--- config.mk ---
export PLATFORM = sky130hd
export DESIGN_NAME = decimal_number_glyph_renderer
export DESIGN_NICKNAME = d
export VERILOG_FILES = /design/src/rtl/dngr_pkg.sv /design/src/rtl/decimal_number_glyph_renderer.sv
export SDC_FILE = /design/constraint.sdc
export NUM_CORES = 1
export LEC_CHECK = 0
export BUFFER_PORTS_ARGS = -buffer_cell sky130_fd_sc_hd__clkbuf_2
export CORE_ASPECT_RATIO = 0.5
export CORE_UTILIZATION = 56
export DETAILED_ROUTE_END_ITERATION = 8
export PLACE_DENSITY = 0.72
export SETUP_SLACK_MARGIN = 0.05
export SYNTH_ARGS = -nofsm -noshare
export SYNTH_HDL_FRONTEND = slang
export SYNTH_SLANG_ARGS = --single-unit
--- constraint.sdc ---
create_clock -name clk -period 7.9 [get_ports clk]
set_clock_uncertainty 0.1 [all_clocks]
set_input_delay 0.395 -clock clk [delete_from_list [all_inputs] [get_ports clk]]
set_output_delay 0.395 -clock clk [all_outputs]
set_load 0.1 [all_outputs]
--- src/rtl/dngr_pkg.sv ---
// ----------------------------------------------------------------------------
// dngr_pkg
// Types, constants and the digit glyph table for the decimal glyph renderer.
// ----------------------------------------------------------------------------
package dngr_pkg;

  localparam int MAX_DIGITS_DEF = 10;
  localparam int VALUE_BITS_DEF = 32;
  localparam int BITS_PER_STAGE = 4;
  localparam int NUMBER_W       = 32;
  localparam int COORD_W        = 12;
  localparam int PIXEL_X_W      = 13;
  localparam int GLYPH_W        = 64;
  localparam int COLOR_W        = 32;

  localparam logic [PIXEL_X_W-1:0] DIGIT_PITCH  = 13'd9;
  localparam logic [COLOR_W-1:0]   COLOR_RESET  = 32'h00FF_FFFF;
  localparam logic [3:0]           BCD_ADJ_MIN  = 4'd5;
  localparam logic [3:0]           BCD_ADJ      = 4'd3;
  localparam logic [3:0]           DIGIT_MAX    = 4'd9;

  typedef struct packed {
    logic [NUMBER_W-1:0] number_value;
    logic [COORD_W-1:0]  origin_x;
    logic [COORD_W-1:0]  origin_y;
  } in_req_t;

  typedef struct packed {
    logic [3:0]           digit;
    logic [GLYPH_W-1:0]   glyph_bits;
    logic [PIXEL_X_W-1:0] pixel_x;
    logic [COORD_W-1:0]   pixel_y;
    logic                 last_digit;
  } out_req_t;

  function automatic logic [GLYPH_W-1:0] digit_glyph(input logic [3:0] d);
    logic [GLYPH_W-1:0] g;
    unique case (d)
      4'd0:    g = 64'h7CC6_CEDE_F6E6_C67C;
      4'd1:    g = 64'h1838_7818_1818_187E;
      4'd2:    g = 64'h7CC6_060C_1830_60FE;
      4'd3:    g = 64'h7CC6_063C_0606_C67C;
      4'd4:    g = 64'h0C1C_3C6C_CCFE_0C0C;
      4'd5:    g = 64'hFEC0_C0FC_0606_C67C;
      4'd6:    g = 64'h3C60_C0FC_C6C6_C67C;
      4'd7:    g = 64'hFEC6_0C18_3030_3030;
      4'd8:    g = 64'h7CC6_C67C_C6C6_C67C;
      4'd9:    g = 64'h7CC6_C67E_0606_0C78;
      default: g = '0;
    endcase
    return g;
  endfunction

endpackage

--- src/rtl/decimal_number_glyph_renderer.sv ---
// ----------------------------------------------------------------------------
// decimal_number_glyph_renderer
// Binary to decimal converter that emits one glyph request per digit.
// ----------------------------------------------------------------------------
// Usage:
//   src channel (src_valid/src_stall/src_req) takes a value and a screen
//   origin. dst channel (dst_valid/dst_stall/dst_req) returns one request per
//   decimal digit, most significant first, with its 8x8 glyph, pixel position
//   and a last flag on the final digit. Zero gives the single digit 0.
//   cfg_write/cfg_data load text_color, held for the pixel writer.
// Timing:
//   Conversion is a shift-add-3 pipeline of ceil(VALUE_BITS/4) stages, four
//   bits per stage (8 at defaults), followed by the digit count register,
//   the digit emitter and the output register. The digit emitter issues one
//   digit per cycle while dst_stall is low; the pipeline accepts a request
//   every cycle until the emitter backs up.
// Reset and flow control:
//   rst clears all valid bits and sets text_color to 0x00FFFFFF.
//   dst_stall freezes the output register; the backlog fills the stages and
//   then raises src_stall. Nothing is dropped or repeated.
// ----------------------------------------------------------------------------
module decimal_number_glyph_renderer #(
  parameter int MAX_DIGITS = dngr_pkg::MAX_DIGITS_DEF,
  parameter int VALUE_BITS = dngr_pkg::VALUE_BITS_DEF
) (
  input  logic                         clk,
  input  logic                         rst,
  input  logic                         src_valid,
  output logic                         src_stall,
  input  dngr_pkg::in_req_t            src_req,
  output logic                         dst_valid,
  input  logic                         dst_stall,
  output dngr_pkg::out_req_t           dst_req,
  input  logic                         cfg_write,
  input  logic [dngr_pkg::COLOR_W-1:0] cfg_data
);
  import dngr_pkg::*;

  localparam int NS   = (VALUE_BITS + BITS_PER_STAGE - 1) / BITS_PER_STAGE;
  localparam int ND   = (VALUE_BITS * 30103) / 100000 + 1;
  localparam int BCDW = 4 * ND;
  localparam int KD   = MAX_DIGITS;
  localparam int IW   = (KD > 1) ? $clog2(KD) : 1;

  logic [COLOR_W-1:0] text_color;

  always_ff @(posedge clk) begin
    if (rst) begin
      text_color <= COLOR_RESET;
    end else if (cfg_write) begin
      text_color <= cfg_data;
    end
  end

  // conversion pipeline
  logic                  pv   [0:NS];
  logic                  rdy  [0:NS];
  logic [BCDW-1:0]       pbcd [0:NS];
  logic [VALUE_BITS-1:0] pbin [0:NS];
  logic [COORD_W-1:0]    px   [0:NS];
  logic [COORD_W-1:0]    py   [0:NS];

  logic                  c_ready;
  logic [63:0]           value_wide;

  assign value_wide = 64'(src_req.number_value);
  assign src_stall  = !rdy[0];

  always_ff @(posedge clk) begin
    if (rst) begin
      pv[0] <= 1'b0;
    end else if (rdy[0]) begin
      pv[0] <= src_valid;
    end
  end

  always_ff @(posedge clk) begin
    if (rdy[0] && src_valid) begin
      pbcd[0] <= '0;
      pbin[0] <= value_wide[VALUE_BITS-1:0];
      px[0]   <= src_req.origin_x;
      py[0]   <= src_req.origin_y;
    end
  end

  for (genvar r = 0; r <= NS; r++) begin : g_rdy
    if (r < NS) begin : g_mid
      assign rdy[r] = !pv[r] || rdy[r+1];
    end else begin : g_end
      assign rdy[r] = !pv[r] || c_ready;
    end
  end

  for (genvar s = 0; s < NS; s++) begin : g_stage
    localparam int BASE = s * BITS_PER_STAGE;
    logic [BCDW-1:0]       nb;
    logic [VALUE_BITS-1:0] nv;

    always_comb begin
      nb = pbcd[s];
      nv = pbin[s];
      for (int j = 0; j < BITS_PER_STAGE; j++) begin
        if (BASE + j < VALUE_BITS) begin
          for (int d = 0; d < ND; d++) begin
            if (nb[4*d +: 4] >= BCD_ADJ_MIN) begin
              nb[4*d +: 4] = nb[4*d +: 4] + BCD_ADJ;
            end
          end
          nb = {nb[BCDW-2:0], nv[VALUE_BITS-1]};
          nv = {nv[VALUE_BITS-2:0], 1'b0};
        end
      end
    end

    always_ff @(posedge clk) begin
      if (rst) begin
        pv[s+1] <= 1'b0;
      end else if (rdy[s+1]) begin
        pv[s+1] <= pv[s];
      end
    end

    always_ff @(posedge clk) begin
      if (rdy[s+1] && pv[s]) begin
        pbcd[s+1] <= nb;
        pbin[s+1] <= nv;
        px[s+1]   <= px[s];
        py[s+1]   <= py[s];
      end
    end
  end

  // digit count stage
  logic [4*(ND+KD)-1:0] bcd_pad;
  logic                 over;
  logic [3:0]           kept   [0:KD-1];
  logic [IW-1:0]        hi;
  logic                 cv;
  logic [3:0]           c_digits [0:KD-1];
  logic [IW-1:0]        c_hi;
  logic [COORD_W-1:0]   c_x;
  logic [COORD_W-1:0]   c_y;
  logic                 e_ready;

  assign bcd_pad = {{(4*KD){1'b0}}, pbcd[NS]};
  assign over    = |bcd_pad[4*KD +: 4*ND];
  assign c_ready = !cv || e_ready;

  // more digits than MAX_DIGITS: emit all of the kept low digits
  always_comb begin
    hi = '0;
    for (int i = 0; i < KD; i++) begin
      kept[i] = bcd_pad[4*i +: 4];
      if (kept[i] != 4'd0) begin
        hi = IW'(i);
      end
    end
    if (over) begin
      hi = IW'(KD - 1);
    end
  end

  always_ff @(posedge clk) begin
    if (rst) begin
      cv <= 1'b0;
    end else if (c_ready) begin
      cv <= pv[NS];
    end
  end

  always_ff @(posedge clk) begin
    if (c_ready && pv[NS]) begin
      c_digits <= kept;
      c_hi     <= hi;
      c_x      <= px[NS];
      c_y      <= py[NS];
    end
  end

  // digit emitter
  logic                 e_valid;
  logic [3:0]           e_digits [0:KD-1];
  logic [IW-1:0]        e_idx;
  logic [PIXEL_X_W-1:0] e_x;
  logic [COORD_W-1:0]   e_y;
  logic                 fire;
  logic [3:0]           e_digit;

  assign fire    = e_valid && (!dst_valid || !dst_stall);
  assign e_ready = !e_valid || (fire && e_idx == '0);
  assign e_digit = e_digits[e_idx];

  always_ff @(posedge clk) begin
    if (rst) begin
      e_valid <= 1'b0;
    end else if (e_ready) begin
      e_valid <= cv;
    end
  end

  always_ff @(posedge clk) begin
    if (e_ready && cv) begin
      e_digits <= c_digits;
      e_idx    <= c_hi;
      e_x      <= PIXEL_X_W'(c_x);
      e_y      <= c_y;
    end else if (fire) begin
      e_idx <= IW'(e_idx - 1'b1);
      e_x   <= PIXEL_X_W'(e_x + DIGIT_PITCH);
    end
  end

  // output register
  always_ff @(posedge clk) begin
    if (rst) begin
      dst_valid <= 1'b0;
    end else if (!dst_valid || !dst_stall) begin
      dst_valid <= e_valid;
    end
  end

  always_ff @(posedge clk) begin
    if (fire) begin
      dst_req.digit      <= e_digit;
      dst_req.glyph_bits <= digit_glyph(e_digit);
      dst_req.pixel_x    <= e_x;
      dst_req.pixel_y    <= e_y;
      dst_req.last_digit <= (e_idx == '0);
    end
  end

endmodule

==> flow_metrics.env <==
export IMPL_h_tree_depth=3
export IMPL_fp_dieArea_um2=76800
export IMPL_core_rowCount=70
export IMPL_drt_initial_drc_count=1568
export IMPL_die_w_um=391
export IMPL_drt_antenna_violating_nets=0
export IMPL_placement_io_buffers=147
export IMPL_ys_async_sr_fraction_pct=0
export IMPL_via_count=28600
export IMPL_hold_violations=0
export IMPL_postCtsSetupRepairBufs=0
export IMPL_utilization_pct=63.2
export IMPL_synth_adder_area_share_pct=4.52
export IMPL_p_total_mw=8.34
export IMPL_antenna_fix_cells=0
export IMPL_cp_end_kind="output pin"
export IMPL_sequential_area_share_after_synthesis_pct=54.0
export IMPL_drt_wl_total_um=72000
export IMPL_drv_cap=0
export IMPL_synth_simple_area_share_pct=11.9
export IMPL_via_count_of_the_first_global_routing_pass=26100
export IMPL_whs_ns=0.102
export IMPL_timing_setup_critical_path_class="reg2out"
export IMPL_avgSynthCellArea_um2=11.2
export IMPL_layout_worst_path_cycle_share_pct=65.8
export IMPL_cp_cell_sequence="inv_1 -> ha_1 -> nor3b_1 -> a21boi_0 -> and3_1 -> and3_1 -> nand3_1 -> nor2_1 -> nand2_1 -> inv_1 -> clkbuf_2"
export IMPL_min_period_ns=5.20
export IMPL_drt_pass1_iterations=6
export IMPL_synth_enable_flop_cells=758
export IMPL_worst_ir_drop_on_vdd_mv=0.192
export IMPL_grt_antenna_before_repair=0
export IMPL_core_um2=73900
export IMPL_synth_compound_area_share_pct=18.9
export IMPL_grt_util_all_layers_pct=18.4
export IMPL_cts_inserted_buffers=69
export IMPL_fin_area_um2=46700
export IMPL_post_dp_area_um2=43900
export IMPL_cp_data_required_time_ns=7.40
export IMPL_die_h_um=196
export IMPL_outcome="finished clean"
export IMPL_critical_path_slowest_cell="sky130_fd_sc_hd__edfxtp_1"
export IMPL_final_layout_size_suffix_gt1_share_pct=12.5
export IMPL_cts_buffer_depth=3
export IMPL_cts_tree="built"
export IMPL_post_synth_mux_area_share_pct=3.83
export IMPL_synth_top_family_by_area="compound AO/OA/AOI/OAI gates"
export IMPL_max_slew_margin_rel_pct=20.3
export IMPL_synth_top_flop_cell="sky130_fd_sc_hd__edfxtp_1"
export IMPL_detail_route_vias_per_cell=5.72
export IMPL_power_leakage_nw=16.9
export IMPL_tns_ns=0
export IMPL_routed_wire_length_per_instance_um=14.4
export IMPL_clock_sinks=762
export IMPL_grt_overflow_total=0
export IMPL_grt_max_degree=70
export IMPL_critical_path_peak_fanout=16
export IMPL_worst_hold_path_type="in2reg"
export IMPL_most_common_layout_cells="sky130_fd_sc_hd__edfxtp_1, sky130_fd_sc_hd__nand2_1, sky130_fd_sc_hd__nor2_1"
export IMPL_syn_area_um2=42300
export IMPL_critPathLaunchType="flip-flop"
export IMPL_grt_first_pass_wirelength_um=119000
export IMPL_worstSkewPairLatency_ns=0.65
export IMPL_drt_drc_violations_left=0
export IMPL_ys_warn_count=0
export IMPL_power_density_relative_to_cell_area_nw_per_um2=178
export IMPL_slew_viols_final=0
export IMPL_slowest_delay_ns=0.86
export IMPL_crit_arrival_ns=4.70
export IMPL_start_util_pct=57.3
export IMPL_cells_after_synth=3781
export IMPL_place_hpwl_um=48700
export IMPL_n_fill_cell=5672
export IMPL_number_of_ports_placed_on_the_die_boundary=189
export IMPL_layout_cells_most_common="sky130_fd_sc_hd__edfxtp_1"
export IMPL_area_growth_syn_to_layout_pct=10.4
export IMPL_rsz0062_at_grt="no"
export IMPL_final_setup_viol_count=0
export IMPL_clk_pin_slew_ns=0.07
export IMPL_ys_types=121
export IMPL_cts_root_buf="sky130_fd_sc_hd__clkbuf_16"
export IMPL_finalWeightedCongestion=0.835
export IMPL_synth_register_bits=762
export IMPL_post_layout_net_count=4187
export IMPL_max_slew_worst_pin_slew_ns=1.18
export IMPL_fmax_achieved_mhz=192
export IMPL_post_synth_xor_area_fraction_pct=3.61
registers in the layout, indices dropped and copies added (netlist names), 13 cells and up:
register / cells
e_x: 13
pbcd: 185
e_digits: 40
dst_req: 68
pbin: 144
px: 108
py: 108
c_digits: 40
critical path, delay by kind of cell, from the launching register on:
| family | cells | cell delay (ns) |
|---|---|---|
| AOI/OAI and AO/OA | 1 | 0.63 |
| and+or+nand+nor | 6 | 1.70 |
| DFF | 1 | 0.86 |
| buffers and inverters | 3 | 0.62 |
| adders and majority gates | 1 | 0.25 |
metrics by stage:
stage / setup WS (ns) / cells
2_1_floorplan: 0.849 / 3788
3_3_place_gp: 3.24 / 4825
3_5_place_dp: 3.17 / 4825
4_1_cts: 2.60 / 5009
5_1_grt: 2.32 / 5009
6_report: 2.70 / 5009
Yosys cell counts (all sizes together) (32+ instances only):
cell type	instances	area share (%)
edfxtp	758	54
o21ai	329	4.0
nand2	328	2.9
a21oi	284	3.6
nor2	278	2.5
inv	197	1.7
ha	149	4.4
xnor2	126	3.1
clkbuf	86	0.77
mux2i	83	2.0
nand2b	79	1.2
nand3	69	0.82
nor3	60	0.72
a211oi	53	0.99
mux2	53	1.4
a31oi	52	0.86
buf	48	0.76
o21a	43	0.76
a21o	39	0.70
nor2b	39	0.59
o211ai	39	0.76
o22ai	36	0.55
a22oi	34	0.65
and2	34	0.50
nor3b	32	0.58
layout make-up:
class / instances / area [um2] / area share [%]
inverter: 198 / 743 / 1.59
multi-input combinational: 2694 / 18200 / 39.0
sequential: 762 / 22800 / 48.9
tap: 1008 / 1260 / 2.70
clock inverter: 49 / 490 / 1.05
timing repair buffer: 220 / 1430 / 3.05
clock buffer: 78 / 1760 / 3.77
logic make-up (layout without fill, tap and decap cells):
| family | count (synthesis) | count (layout) |
|---|---|---|
| AOI/OAI and AO/OA | 1192 | 1192 |
| and+or+nand+nor | 1044 | 1044 |
| DFF | 762 | 762 |
| buffers and inverters | 332 | 545 |
| adders and majority gates | 154 | 154 |
| xor gates and xnor gates | 152 | 152 |
| muxes | 144 | 144 |
| other | 1 | 8 |
per-layer routing:
| metal | wire length, um | GRT usage (%) | up-vias |
|---|---|---|---|
| li1 | - | - | 14600 |
| met1 | 33900 | 24.5 | 13400 |
| met2 | 34000 | 31.0 | 512 |
| met3 | 2750 | 3.26 | 92 |
| met4 | 1330 | 5.17 | 0 |
| met5 | 0 | 0 | - |
where the power goes:
part	switching, mW	leakage [nW]	internal [mW]
combinational	0.321	8.86	0.220
clock	1.51	1.09	1.78
sequential	0.0273	6.99	4.49
total	1.86	16.9	6.49
worst paths after layout:
kind	from	to	slack, ns	cells past startpoint
worst max-delay path	e_idx[0]	src_stall	2.70	11
worst min register to register	c_digits[35]	e_digits[35]	0.30	0
worst min-delay path	rst	dst_valid	0.10	2
worst max register to register	e_idx[0]	pv[0]	3.18	12
what timing repair did:
item                                   in CTS  in global routing
endpoints found under the hold margin      57                  0
hold buffers                               57                  0
gates resized for setup                     0                  0
Note: power is estimated with default switching activity, not from simulation.
